[src/rtl/core/fsa_pkg.sv]
package fsa_pkg;

    // Request and response codes.
    typedef enum logic {
        CMD_ALLOC = 1'b0,
        CMD_FREE  = 1'b1
    } command_t;

    typedef enum logic [2:0] {
        STATUS_OK           = 3'd0,
        STATUS_EMPTY        = 3'd1,
        STATUS_NOT_IN_POOL  = 3'd2,
        STATUS_MISALIGNED   = 3'd3,
        STATUS_ALREADY_FREE = 3'd4
    } status_t;

    // Configuration register indexes.
    typedef enum logic {
        CFG_ELEMENT_BYTES = 1'b0,
        CFG_POOL_BASE     = 1'b1
    } cfg_index_t;

    localparam int EB_W            = 11;
    localparam int CFG_W           = 32;
    localparam logic [EB_W-1:0] EB_RESET = 11'd16;

    typedef struct packed {
        command_t    command;
        logic [31:0] address;
    } req_t;

    typedef struct packed {
        status_t     status;
        logic [31:0] slot_address;
        logic [7:0]  free_count;
        logic [7:0]  used_count;
    } rsp_t;

    typedef enum logic [3:0] {
        ST_CLEAR,
        ST_IDLE,
        ST_ALLOC_RD,
        ST_ALLOC_WB,
        ST_CHECK,
        ST_DIV,
        ST_WALK,
        ST_LINK,
        ST_SPLICE,
        ST_RESP
    } state_t;

endpackage

[src/rtl/core/fixed_slot_allocator.sv]
// Sequence: an allocate passes through ALLOC_RD, ALLOC_WB and RESP before its item is
// registered; a free passes through CHECK, the one-step-per-cycle divider, a walk over at
// most free-count list entries paced by the link read port, LINK and, if needed, SPLICE.
// Throughput: one item at a time; the next item is accepted once the result is registered.
// Reset: asynchronous, active low; afterwards a clearing pass over every slot rebuilds the
// descending free list in the link memory, and no item is accepted until it completes.
module fixed_slot_allocator #(
    parameter int SLOTS = 128
) (
    input  logic                      clk,
    input  logic                      rst_n,
    input  logic                      in_valid,
    output logic                      in_stall,
    input  fsa_pkg::req_t             in_data,
    output logic                      out_valid,
    input  logic                      out_stall,
    output fsa_pkg::rsp_t             out_data,
    input  logic                      cfg_we,
    input  fsa_pkg::cfg_index_t       cfg_index,
    input  logic [fsa_pkg::CFG_W-1:0] cfg_data
);
    import fsa_pkg::*;

    // Slot index, count, pool extent, divider remainder and divider step widths.
    localparam int IDX_W  = $clog2(SLOTS);
    localparam int CNT_W  = $clog2(SLOTS + 1);
    localparam int EXT_W  = EB_W + CNT_W;
    localparam int REM_W  = EB_W + IDX_W;
    localparam int STEP_W = $clog2(IDX_W);

    // The free list links live in a single-port-write, single-port-read memory. Each entry
    // holds the index of the next lower free slot; the end of the list is given by the
    // free count, not by a marker.
    logic [IDX_W-1:0] link_mem [SLOTS];
    logic             mem_we;
    logic [IDX_W-1:0] mem_waddr;
    logic [IDX_W-1:0] mem_wdata;
    logic             mem_re;
    logic [IDX_W-1:0] mem_raddr;
    logic [IDX_W-1:0] rd_q;

    state_t           state_reg, state_next;
    logic [IDX_W-1:0] clr_reg, clr_next;
    logic [EB_W-1:0]  eb_reg, eb_next;
    logic [31:0]      base_reg, base_next;
    logic [IDX_W-1:0] head_reg, head_next;
    logic [CNT_W-1:0] free_reg, free_next;
    logic [CNT_W-1:0] used_reg, used_next;
    logic             out_valid_reg, out_valid_next;

    // Per-item working registers; these carry payload and need no reset.
    logic [31:0]       offset_reg, offset_next;
    logic [IDX_W-1:0]  idx_reg, idx_next;
    logic [REM_W-1:0]  rem_reg, rem_next;
    logic [STEP_W-1:0] step_reg, step_next;
    logic [IDX_W-1:0]  cur_reg, cur_next;
    logic [IDX_W-1:0]  prev_reg, prev_next;
    logic              have_prev_reg, have_prev_next;
    logic              from_mem_reg, from_mem_next;
    logic [CNT_W-1:0]  walk_reg, walk_next;
    status_t           st_reg, st_next;
    logic [31:0]       addr_reg, addr_next;
    rsp_t              out_data_reg, out_data_next;

    // Datapath helpers.
    logic [EXT_W-1:0]  extent;
    logic [REM_W-1:0]  prod;
    logic [REM_W-1:0]  dsh;
    logic [REM_W-1:0]  rem_sub;
    logic [IDX_W-1:0]  quo;
    logic [IDX_W-1:0]  cur;
    logic              walk_on;
    logic [CNT_W+7:0]  free_ext;
    logic [CNT_W+7:0]  used_ext;
    logic              in_accept;

    assign in_stall  = (state_reg != ST_IDLE);
    assign in_accept = in_valid && !in_stall;
    assign out_valid = out_valid_reg;
    assign out_data  = out_data_reg;

    // Extent of the pool in bytes; a zero element size gives a pool with no extent, so
    // every free lands in the not-in-pool case and the divider is never started.
    assign extent = EXT_W'(eb_reg) * EXT_W'(SLOTS);

    // Byte offset of the slot at the head of the list, for an allocate.
    assign prod = REM_W'(eb_reg) * REM_W'(head_reg);

    // The walk compares against the register copy on its first step and against the
    // freshly read link afterwards.
    assign cur     = from_mem_reg ? rd_q : cur_reg;
    assign walk_on = (walk_reg != '0) && (idx_reg < cur);

    assign free_ext = {8'b0, free_reg};
    assign used_ext = {8'b0, used_reg};

    always_comb
    begin
        state_next     = state_reg;
        clr_next       = clr_reg;
        eb_next        = eb_reg;
        base_next      = base_reg;
        head_next      = head_reg;
        free_next      = free_reg;
        used_next      = used_reg;
        out_valid_next = out_valid_reg;
        offset_next    = offset_reg;
        idx_next       = idx_reg;
        rem_next       = rem_reg;
        step_next      = step_reg;
        cur_next       = cur_reg;
        prev_next      = prev_reg;
        have_prev_next = have_prev_reg;
        from_mem_next  = from_mem_reg;
        walk_next      = walk_reg;
        st_next        = st_reg;
        addr_next      = addr_reg;
        out_data_next  = out_data_reg;
        mem_we         = 1'b0;
        mem_waddr      = '0;
        mem_wdata      = '0;
        mem_re         = 1'b0;
        mem_raddr      = '0;
        dsh            = REM_W'(eb_reg) << step_reg;
        rem_sub        = rem_reg;
        quo            = idx_reg;

        // Configuration writes are taken in any state.
        if (cfg_we)
        begin
            case (cfg_index)
                CFG_ELEMENT_BYTES: eb_next   = cfg_data[EB_W-1:0];
                CFG_POOL_BASE:     base_next = cfg_data[31:0];
                default:           ;
            endcase
        end

        // The output register empties when its item is taken.
        if (out_valid_reg && !out_stall)
        begin
            out_valid_next = 1'b0;
        end

        case (state_reg)
            ST_CLEAR:
            begin
                // Rebuild the reset list: slot i links to slot i-1, slot 0 to itself.
                mem_we    = 1'b1;
                mem_waddr = clr_reg;
                mem_wdata = (clr_reg == '0) ? '0 : clr_reg - IDX_W'(1);
                if (clr_reg == IDX_W'(SLOTS - 1))
                begin
                    state_next = ST_IDLE;
                end
                else
                begin
                    clr_next = clr_reg + IDX_W'(1);
                end
            end

            ST_IDLE:
            begin
                if (in_accept)
                begin
                    addr_next = '0;
                    if (in_data.command == CMD_FREE)
                    begin
                        offset_next = in_data.address - base_reg;
                        state_next  = ST_CHECK;
                    end
                    else if (free_reg == '0)
                    begin
                        st_next    = STATUS_EMPTY;
                        state_next = ST_RESP;
                    end
                    else
                    begin
                        state_next = ST_ALLOC_RD;
                    end
                end
            end

            ST_ALLOC_RD:
            begin
                // Fetch the head's link while the slot address is formed.
                mem_re     = 1'b1;
                mem_raddr  = head_reg;
                addr_next  = base_reg + 32'(prod);
                state_next = ST_ALLOC_WB;
            end

            ST_ALLOC_WB:
            begin
                head_next  = rd_q;
                free_next  = free_reg - CNT_W'(1);
                used_next  = used_reg + CNT_W'(1);
                st_next    = STATUS_OK;
                state_next = ST_RESP;
            end

            ST_CHECK:
            begin
                if (32'(extent) <= offset_reg)
                begin
                    st_next    = STATUS_NOT_IN_POOL;
                    state_next = ST_RESP;
                end
                else
                begin
                    // The offset is below the extent, so it fits the remainder register
                    // and the quotient fits a slot index.
                    rem_next   = offset_reg[REM_W-1:0];
                    idx_next   = '0;
                    step_next  = STEP_W'(IDX_W - 1);
                    state_next = ST_DIV;
                end
            end

            ST_DIV:
            begin
                // Restoring division, one quotient bit per cycle, most significant first.
                if (rem_reg >= dsh)
                begin
                    rem_sub        = rem_reg - dsh;
                    quo[step_reg]  = 1'b1;
                end
                rem_next = rem_sub;
                idx_next = quo;
                if (step_reg == '0)
                begin
                    if (rem_sub != '0)
                    begin
                        st_next    = STATUS_MISALIGNED;
                        state_next = ST_RESP;
                    end
                    else
                    begin
                        cur_next       = head_reg;
                        walk_next      = free_reg;
                        from_mem_next  = 1'b0;
                        have_prev_next = 1'b0;
                        state_next     = ST_WALK;
                    end
                end
                else
                begin
                    step_next = step_reg - STEP_W'(1);
                end
            end

            ST_WALK:
            begin
                if (walk_on)
                begin
                    mem_re         = 1'b1;
                    mem_raddr      = cur;
                    prev_next      = cur;
                    have_prev_next = 1'b1;
                    walk_next      = walk_reg - CNT_W'(1);
                    from_mem_next  = 1'b1;
                end
                else
                begin
                    cur_next      = cur;
                    from_mem_next = 1'b0;
                    if ((walk_reg != '0) && (idx_reg == cur))
                    begin
                        st_next    = STATUS_ALREADY_FREE;
                        state_next = ST_RESP;
                    end
                    else
                    begin
                        state_next = ST_LINK;
                    end
                end
            end

            ST_LINK:
            begin
                // The freed slot points at the first lower free slot, if any.
                mem_we    = 1'b1;
                mem_waddr = idx_reg;
                mem_wdata = (walk_reg != '0) ? cur_reg : '0;
                if (have_prev_reg)
                begin
                    state_next = ST_SPLICE;
                end
                else
                begin
                    head_next  = idx_reg;
                    free_next  = free_reg + CNT_W'(1);
                    used_next  = (used_reg != '0) ? used_reg - CNT_W'(1) : used_reg;
                    st_next    = STATUS_OK;
                    state_next = ST_RESP;
                end
            end

            ST_SPLICE:
            begin
                mem_we     = 1'b1;
                mem_waddr  = prev_reg;
                mem_wdata  = idx_reg;
                free_next  = free_reg + CNT_W'(1);
                used_next  = (used_reg != '0) ? used_reg - CNT_W'(1) : used_reg;
                st_next    = STATUS_OK;
                state_next = ST_RESP;
            end

            ST_RESP:
            begin
                if (!out_valid_reg || !out_stall)
                begin
                    out_valid_next             = 1'b1;
                    out_data_next.status       = st_reg;
                    out_data_next.slot_address = addr_reg;
                    out_data_next.free_count   = free_ext[7:0];
                    out_data_next.used_count   = used_ext[7:0];
                    state_next                 = ST_IDLE;
                end
            end

            default:
            begin
                state_next = ST_IDLE;
            end
        endcase
    end

    always_ff @(posedge clk or negedge rst_n)
    begin
        if (!rst_n)
        begin
            state_reg     <= ST_CLEAR;
            clr_reg       <= '0;
            eb_reg        <= EB_RESET;
            base_reg      <= '0;
            head_reg      <= IDX_W'(SLOTS - 1);
            free_reg      <= CNT_W'(SLOTS);
            used_reg      <= '0;
            out_valid_reg <= 1'b0;
        end
        else
        begin
            state_reg     <= state_next;
            clr_reg       <= clr_next;
            eb_reg        <= eb_next;
            base_reg      <= base_next;
            head_reg      <= head_next;
            free_reg      <= free_next;
            used_reg      <= used_next;
            out_valid_reg <= out_valid_next;
        end
    end

    always_ff @(posedge clk)
    begin
        offset_reg    <= offset_next;
        idx_reg       <= idx_next;
        rem_reg       <= rem_next;
        step_reg      <= step_next;
        cur_reg       <= cur_next;
        prev_reg      <= prev_next;
        have_prev_reg <= have_prev_next;
        from_mem_reg  <= from_mem_next;
        walk_reg      <= walk_next;
        st_reg        <= st_next;
        addr_reg      <= addr_next;
        out_data_reg  <= out_data_next;
    end

    // Link memory: one write and one registered read per cycle.
    always_ff @(posedge clk)
    begin
        if (mem_we)
        begin
            link_mem[mem_waddr] <= mem_wdata;
        end
        if (mem_re)
        begin
            rd_q <= link_mem[mem_raddr];
        end
    end

    // Every slot is either on the free list or allocated.
    a_count_sum: assert property (@(posedge clk) disable iff (!rst_n)
        ((CNT_W + 1)'(free_reg) + (CNT_W + 1)'(used_reg)) == (CNT_W + 1)'(SLOTS))
        else $error("free and used counts do not add up to the pool size");

    // A walk never has more entries left than the list holds.
    a_walk_bound: assert property (@(posedge clk) disable iff (!rst_n)
        (state_reg == ST_WALK) |-> (walk_reg <= free_reg))
        else $error("list walk ran past the free count");

    // A pool-empty answer goes out only with an empty free list.
    a_empty_rsp: assert property (@(posedge clk) disable iff (!rst_n)
        (state_reg == ST_RESP && st_reg == STATUS_EMPTY) |-> (free_reg == '0))
        else $error("pool empty reported with free slots left");

endmodule
[config.mk]
export PLATFORM = sky130hd
export DESIGN_NAME = fixed_slot_allocator
export DESIGN_NICKNAME = d
export VERILOG_FILES = /design/src/rtl/core/fsa_pkg.sv /design/src/rtl/core/fixed_slot_allocator.sv
export SDC_FILE = /design/constraint.sdc
export NUM_CORES = 2
export LEC_CHECK = 0
export BUFFER_PORTS_ARGS = -buffer_cell sky130_fd_sc_hd__buf_2
export CELL_PAD_IN_SITES_DETAIL_PLACEMENT = 1
export CELL_PAD_IN_SITES_GLOBAL_PLACEMENT = 1
export CORE_MARGIN = 1
export CORE_UTILIZATION = 50
export DETAILED_ROUTE_END_ITERATION = 12
export PLACE_DENSITY = 0.86
export SLEW_MARGIN = 10
export SYNTH_ARGS = -nofsm -noshare
export SYNTH_HDL_FRONTEND = slang
export SYNTH_SLANG_ARGS = --single-unit
[constraint.sdc]
create_clock -name clk -period 17.6 [get_ports clk]
set_input_delay 1.76 -clock clk [delete_from_list [all_inputs] [get_ports clk]]
set_output_delay 1.76 -clock clk [all_outputs]
set_load 0.005 [all_outputs]
Yosys cells after proc, flatten, opt, wreduce, memory -nomap -nowiden --
Memory sizes are Yosys's and may differ from the RTL's. A register that Yosys moved wholly into a read port is not among the register bits. Index checks and enable logic that the tools add are counted. W data, S select, Z words.
Storage, ports and cells: register bits 248, bits in latches 0, memory bits (writable) 896, memory bits (read-only) 0, bits of input ports 71, output and inout bits 53, word-level logic and storage cells 185, memories 1
Memories:
- link_mem | depth 128, bits a word 7, rd ports 1, clocked after memory_dff 1, write ports 1, line fixed_slot_allocator.sv:34 | logic [IDX_W-1:0] link_mem [SLOTS];
Cells by class: add/subtract/negate cells 11, multipliers 1, div/mod/pow operators 0, $lt $le $gt $ge 5, equality and inequality tests 28, shifts and indexed selects 1, mux-type cells 71, bitwise gates (word level) 3, reduce and logical (&&, ||, !) cells 41
Operators with widths (number):
- $mux W7 | 10
- $pmux W32 S2 | 1
- $pmux W7 S2 | 4
- $mux W18 | 3
- $mux W8 | 6
- $pmux W8 S3 | 2
- $pmux W7 S3 | 2
- $mux W4 | 10
- $pmux W18 S2 | 1
- $pmux W4 S9 | 1
- $mux W3 | 11
- $add A32 B18 Y32 | 1
- $le A18 B32 Y1 | 1
- $mux W32 | 1
- $ne A2 B2 Y1 const B | 16
- $sub A32 B32 Y32 | 1
- $sub A8 B1 Y8 const B | 3
- $ge A18 B18 Y1 | 1
- $mul A11 B7 Y18 | 1
- $pmux W3 S6 | 1
- $reduce_and A2 Y1 | 9
- $reduce_bool A18 Y1 | 1
- $shl A11 B3 Y18 | 1
- $sub A18 B18 Y18 | 1
- other kinds (38) | 72

Depth between registers and ports, before layout --
depth after elaboration 8, depth in mapped cells 21, mapped depth without buffers 19

Worst setup path after synthesis --
No wires, ideal clock.
path kind register to register, start point reg state_reg[2], end point mem link_mem[0][6] (netlist name), data pin, data arrival time 6650 ps, setup slack 9753 ps, cell stages (with the launch flop) 5, buffers on the path 1, clock period less this slack 7847 ps, path through dfrtp_1 -> clkbuf_1 -> nor4_1 -> nand2_1 -> o21ai_0
Between the ends: cells in the longest elaborated chain, start to end 2, elaborated cells on any way between the ends 4, classes of those cells eq/ne (2); mux (1); reduce/logical (1)
RTL lines:
- start: declaration | line fixed_slot_allocator.sv:42 | state_t state_reg, state_next;
- start signal: assignment | line fixed_slot_allocator.sv:344 | state_reg <= state_next;
- $eq A4 B4 Y1, or another cell as far along | line fixed_slot_allocator.sv:144 | case (state_reg)
- $pmux W7 S3 (*) | line fixed_slot_allocator.sv:144
- net mem_wdata[6] | line fixed_slot_allocator.sv:37 | logic [IDX_W-1:0] mem_wdata;
- end: declaration | line fixed_slot_allocator.sv:34
The timed path passes the listed nets; every way through them passes the cells marked *.

Final worst setup path --
start point reg from_mem_reg, end point reg rd_q[2], read port of link_mem, data pin
Between the ends: cells in the longest elaborated chain, start to end 5, elaborated cells on any way between the ends 7, classes of those cells order compare (1); mux (5); reduce/logical (1)
RTL lines:
- start: declaration | line fixed_slot_allocator.sv:59 | logic from_mem_reg, from_mem_next;
- start signal: assignment | line fixed_slot_allocator.sv:364 | from_mem_reg <= from_mem_next;
- $mux W7 (*) | line fixed_slot_allocator.sv:91 | assign cur = from_mem_reg ? rd_q : cur_reg;
- $lt A7 B7 Y1 | line fixed_slot_allocator.sv:92 | assign walk_on = (walk_reg != '0) && (idx_reg < cur);
- $logic_and A1 B1 Y1 | line fixed_slot_allocator.sv:92
- $mux W7 / $mux W1 (equally long branches) | line fixed_slot_allocator.sv:253 | if (walk_on)
- $pmux W7 S2 / $pmux W1 S2 (equally long branches) | line fixed_slot_allocator.sv:144
- end: declaration | line fixed_slot_allocator.sv:40 | logic [IDX_W-1:0] rd_q;
Mark *: on every way between the ends. The rest lies on a longest branch, timed or not. A chain may end at the register's enable or synchronous reset.

==> report_table.html <==
<table>
<tr><th>Metric</th><th>Value</th></tr>
<tr><th colspan="2">Outcome</th></tr>
<tr><td>Result of the run</td><td>finished clean</td></tr>
<tr><th colspan="2">CTS</th></tr>
<tr><td>H-Tree Depth</td><td>3</td></tr>
<tr><td>Clock root buffer</td><td>clkbuf_16</td></tr>
<tr><td>Clk_lat worst skew</td><td>about 0.77 ns</td></tr>
<tr><td>Number of sinks on the clock net</td><td>around 1200</td></tr>
<tr><td>CTS clk-pin slew, worst paths</td><td>roughly 0.070 ns</td></tr>
<tr><td>Setup Fix Bufs, Post-CTS</td><td>0</td></tr>
<tr><td>CTS tree</td><td>built</td></tr>
<tr><td>Maximum buffer depth of the clock tree</td><td>3</td></tr>
<tr><td>Total of hold buffers inserted after clock tree synthesis</td><td>0</td></tr>
<tr><td>Quantity of gates resized following cts</td><td>0</td></tr>
<tr><td>Cts bufs inserted</td><td>about 110</td></tr>
<tr><th colspan="2">Layout</th></tr>
<tr><td>Most frequent standard cell in the layout excluding fill and tap cells</td><td>edfxtp_1</td></tr>
<tr><td>Non-Filler Instances</td><td>between 5000 and 6000</td></tr>
<tr><td>Area added between synthesis and finish</td><td>10.7%</td></tr>
<tr><td>Top library cells by usage in the layout, fill and taps aside</td><td>1073 x edfxtp_1, 484 x nand2_1, 325 x nor2_1</td></tr>
<tr><td>Fillers</td><td>about 10000</td></tr>
<tr><td>Core Util, Final</td><td>a little under three fifths</td></tr>
<tr><td>Proportion of layout cells with a drive suffix above 1</td><td>11.2%</td></tr>
<tr><td># nets final</td><td>approximately 4500</td></tr>
<tr><td>Max reg flops</td><td>896</td></tr>
<tr><th colspan="2">Floorplan</th></tr>
<tr><td>DIE AREA</td><td>0.107 sq mm</td></tr>
<tr><td>Vertical die dimension</td><td>328 um</td></tr>
<tr><td>Count of boundary I/O pins</td><td>124</td></tr>
<tr><td>Initial Utilization</td><td>50.4%</td></tr>
<tr><td>Floorplan row count</td><td>119</td></tr>
<tr><td>Core Box Area</td><td>0.105 sq mm</td></tr>
<tr><td>Horizontal die dimension</td><td>roughly 330 um</td></tr>
<tr><th colspan="2">Routing</th></tr>
<tr><td>Post-Route WL</td><td>175000 um</td></tr>
<tr><td>Via count</td><td>37900</td></tr>
<tr><td>Wire length per cell after detailed routing</td><td>slightly above 30 um</td></tr>
<tr><td>Number of routed nets with antenna violations</td><td>0</td></tr>
<tr><td>Via-to-Cell Ratio</td><td>between 6 and 7</td></tr>
<tr><td>DRC</td><td>0</td></tr>
<tr><td>1st-iter DRT viols</td><td>5160</td></tr>
<tr><td>Number of search-and-repair iterations in the first detailed-routing pass</td><td>6</td></tr>
<tr><th colspan="2">Setup path</th></tr>
<tr><td>Data required time at the worst endpoint</td><td>roughly 18 ns</td></tr>
<tr><td>Total buffers and inverters traversed by the critical path</td><td>2</td></tr>
<tr><td>Slowest stage cell on the critical path</td><td>nor4bb_1</td></tr>
<tr><td>WP data arrival</td><td>7.06 ns</td></tr>
<tr><td>Type of element launching the critical path</td><td>flip-flop</td></tr>
<tr><td>Cells along the critical path</td><td>mux2i_1, ha_1, a21oi_1, a21oi_1, nor3_4, a31o_4, buf_4, buf_4, a21oi_1, a22oi_1, o22ai_1, nor4bb_1, nor4_1, a31oi_1</td></tr>
<tr><td>Critical path's top delay family</td><td>compound AO/OA/AOI/OAI gates</td></tr>
<tr><td>Critical-path maximum fanout</td><td>a little under 60</td></tr>
<tr><td>Cell repeated most along the worst path</td><td>a21oi_1</td></tr>
<tr><td>Class of the most critical setup path</td><td>reg2reg</td></tr>
<tr><td>Type of destination of the critical path</td><td>flip-flop</td></tr>
<tr><td>Maximum cell stage delay along the critical path</td><td>between 1 and 1.5 ns</td></tr>
<tr><th colspan="2">Synth</th></tr>
<tr><td>Cell taking the most area after synthesis</td><td>edfxtp_1</td></tr>
<tr><td>Unique masters post-synth</td><td>100</td></tr>
<tr><td>Asr flop ratio synth</td><td>6.78%</td></tr>
<tr><td>Seq/Total Area, Yosys</td><td>between 60 and 70%</td></tr>
<tr><td>Mean post-synth cell area</td><td>12.8 sq um</td></tr>
<tr><td>Instance count of the mapped netlist</td><td>a little over 4000</td></tr>
<tr><td>Number of warning messages in the yosys log</td><td>0</td></tr>
<tr><td>Area share of the largest cell type after synthesis</td><td>between 60% and 70%</td></tr>
<tr><td>Post-synth EDFFs</td><td>about 1100</td></tr>
<tr><td>Primary FF master, synth</td><td>edfxtp_1</td></tr>
<tr><td>Net count after synthesis</td><td>4401</td></tr>
<tr><td>Synthesis-stage register bit count</td><td>between 1000 and 1500</td></tr>
<tr><td>Biggest area contributors in the synthesized netlist</td><td>edfxtp_1 61%, nand2_1 3.4%, dfrtp_1 3.3%</td></tr>
<tr><td>Area of the mapped netlist</td><td>between 0.05 and 0.06 sq mm</td></tr>
<tr><th colspan="2">Power</th></tr>
<tr><td>Part of the total power dissipated in combinational logic</td><td>around 36%</td></tr>
<tr><td>PwrDens</td><td>approximately 170 mW/mm^2</td></tr>
<tr><td>Net switching component of the power</td><td>~4.0 mW</td></tr>
<tr><td>Internal power of the cells</td><td>approximately 6.3 mW</td></tr>
<tr><td>Worst ir drop on vdd</td><td>about 150 uV</td></tr>
<tr><td>Leakage power</td><td>just over 20 nW</td></tr>
<tr><td>Part of the total power dissipated in sequential elements</td><td>between 40% and 50%</td></tr>
<tr><td>Proportion of total power due to net switching</td><td>between 30% and 40%</td></tr>
<tr><td>Clock network power share</td><td>about a quarter</td></tr>
<tr><th colspan="2">STA</th></tr>
<tr><td>Smallest hold slack</td><td>approximately 0.42 ns</td></tr>
<tr><td>Pins over their slew limit</td><td>0</td></tr>
<tr><td>Sum Neg Setup Slack</td><td>0 ns</td></tr>
<tr><td>Number of failing setup endpoints in the final timing report</td><td>0</td></tr>
<tr><td>Max Clock Skew</td><td>0.0925 ns</td></tr>
<tr><td>Final Hold Viols</td><td>0</td></tr>
<tr><td>Setup repair after global routing missed its margin</td><td>false</td></tr>
<tr><td>Post-route clock period utilization</td><td>a little under two fifths</td></tr>
<tr><td>Transition at the pin with the smallest max-transition slack</td><td>around 1.3 ns</td></tr>
<tr><td>Relative slew margins</td><td>between 10% and 20%</td></tr>
<tr><td>Max Clk Rate</td><td>153 MHz</td></tr>
<tr><td>Tmin final</td><td>roughly 6.5 ns</td></tr>
<tr><th colspan="2">Job</th></tr>
<tr><td>Max-cap violations</td><td>0</td></tr>
<tr><th colspan="2">Global routing</th></tr>
<tr><td>Total Routing Usage GR</td><td>between 30 and 40%</td></tr>
<tr><td>Number of global-route vias before repair</td><td>a little under 40000</td></tr>
<tr><td>Wire length of the first global-routing pass</td><td>about 260000 um</td></tr>
<tr><td>Grt total ovfl</td><td>0</td></tr>
<tr><td>Antenna violations before repair</td><td>12</td></tr>
<tr><td>Pin count of the biggest net entering global routing</td><td>170</td></tr>
<tr><th colspan="2">Placed design</th></tr>
<tr><td>Half-perimeter wire length after detailed placement</td><td>around 110000 um</td></tr>
<tr><td>Instance count after placement with tap cells included</td><td>5488</td></tr>
<tr><td>Final RePlAce weighted congestion</td><td>between 0.9 and 1</td></tr>
<tr><td>Port Buffers</td><td>between 100 and 150</td></tr>
<tr><th colspan="2">Hold path</th></tr>
<tr><td>Hold crit path type</td><td>reg2reg</td></tr>
</table>
-- logic make-up after synthesis --
logic type      synth area share [%]
simple gates                    11.4
buf+inv                         3.20
compound gates                  10.8
mux                             3.29
xor+xnor                        1.35
fa+ha+maj                       5.46
flops                           64.5
-- area by class of cell --
type                    instances  area [sq um]  share of cell area, %
diodes                          6          15.0                 0.0256
clock buffers                 142          3010                   5.13
clock inverters                65           671                   1.14
inverters                     159           597                   1.02
multi-input cells            2598         17300                   29.5
flip-flops and latches       1151         34200                   58.2
well taps                    1391          1740                   2.97
repair buffers                189          1140                   1.95
-- Yosys cell counts, types with 12 or more instances --
cell type and instances:
buf_2 93, nand2_1 484, o211ai_1 28, xnor2_1 60, a2111oi_0 12, o21ai_0 138
a211oi_1 25, a31oi_1 57, mux2_2 52, a21o_1 57, xor2_1 22, dfrtp_1 69
a311oi_1 12, a21oi_1 167, buf_1 16, ha_1 129, o31ai_1 16, nor2b_1 20
fa_1 64, nor4_1 31, nor2_1 327, edfxtp_1 1073, a22oi_1 26, mux2i_1 109
nand2b_1 18, and3_1 22, nand4_1 22, nor3_1 118, and2_1 67, o22ai_1 77
nand3_1 121, o221ai_1 73, or3_1 32, clkbuf_1 95, inv_1 159, a32oi_1 13
buf_4 17
-- through the flow --
step / total power [mW] / setup slack, ns / area (sq um)
after floorplan: 6.46 / 9.75 / 53000
after global placement: 7.47 / 11.54 / 55000
after detailed placement: 7.71 / 11.43 / 55000
after CTS: 10.2 / 11.42 / 58700
after global routing: 10.6 / 10.99 / 58700
final: 10.3 / 11.06 / 58700
-- power groups by stage --
| stage | clock, mW | combinational (mW) | sequential (mW) |
|---|---|---|---|
| floorplan | 0 | 2.17 | 4.29 |
| global placement | 0 | 3.29 | 4.18 |
| detailed placement | 0 | 3.51 | 4.20 |
| CTS | 2.45 | 3.57 | 4.15 |
| global route | 2.53 | 3.86 | 4.17 |
| finish | 2.45 | 3.67 | 4.15 |
-- routing by layer --
layer | wire length (um) | global-route usage [%]
met1 | 62300 | 40.2
met2 | 81900 | 51.7
met5 | 39 | 0
met4 | 11400 | 18.3
met3 | 19500 | 8.27
-- worst paths after layout --
check,start,to,slack (ns),cells past startpoint
min in group asynchronous,rst_n,base_reg[26]$_DFFE_PN0P_,0.90,1
max,from_mem_reg$_SDFFCE_PN0P_,rd_q[2]$_DFFE_PP_,11.06,14
max in group asynchronous,rst_n,free_reg[6]$_DFFE_PN0P_,15.43,2
max reg2reg,from_mem_reg$_SDFFCE_PN0P_,rd_q[2]$_DFFE_PP_,11.06,14
min,addr_reg[22]$_SDFFCE_PN0P_,out_data[38]$_DFFE_PP_,0.42,0
min reg2reg,addr_reg[22]$_SDFFCE_PN0P_,out_data[38]$_DFFE_PP_,0.42,0
Power figures use the tool's default switching activity.
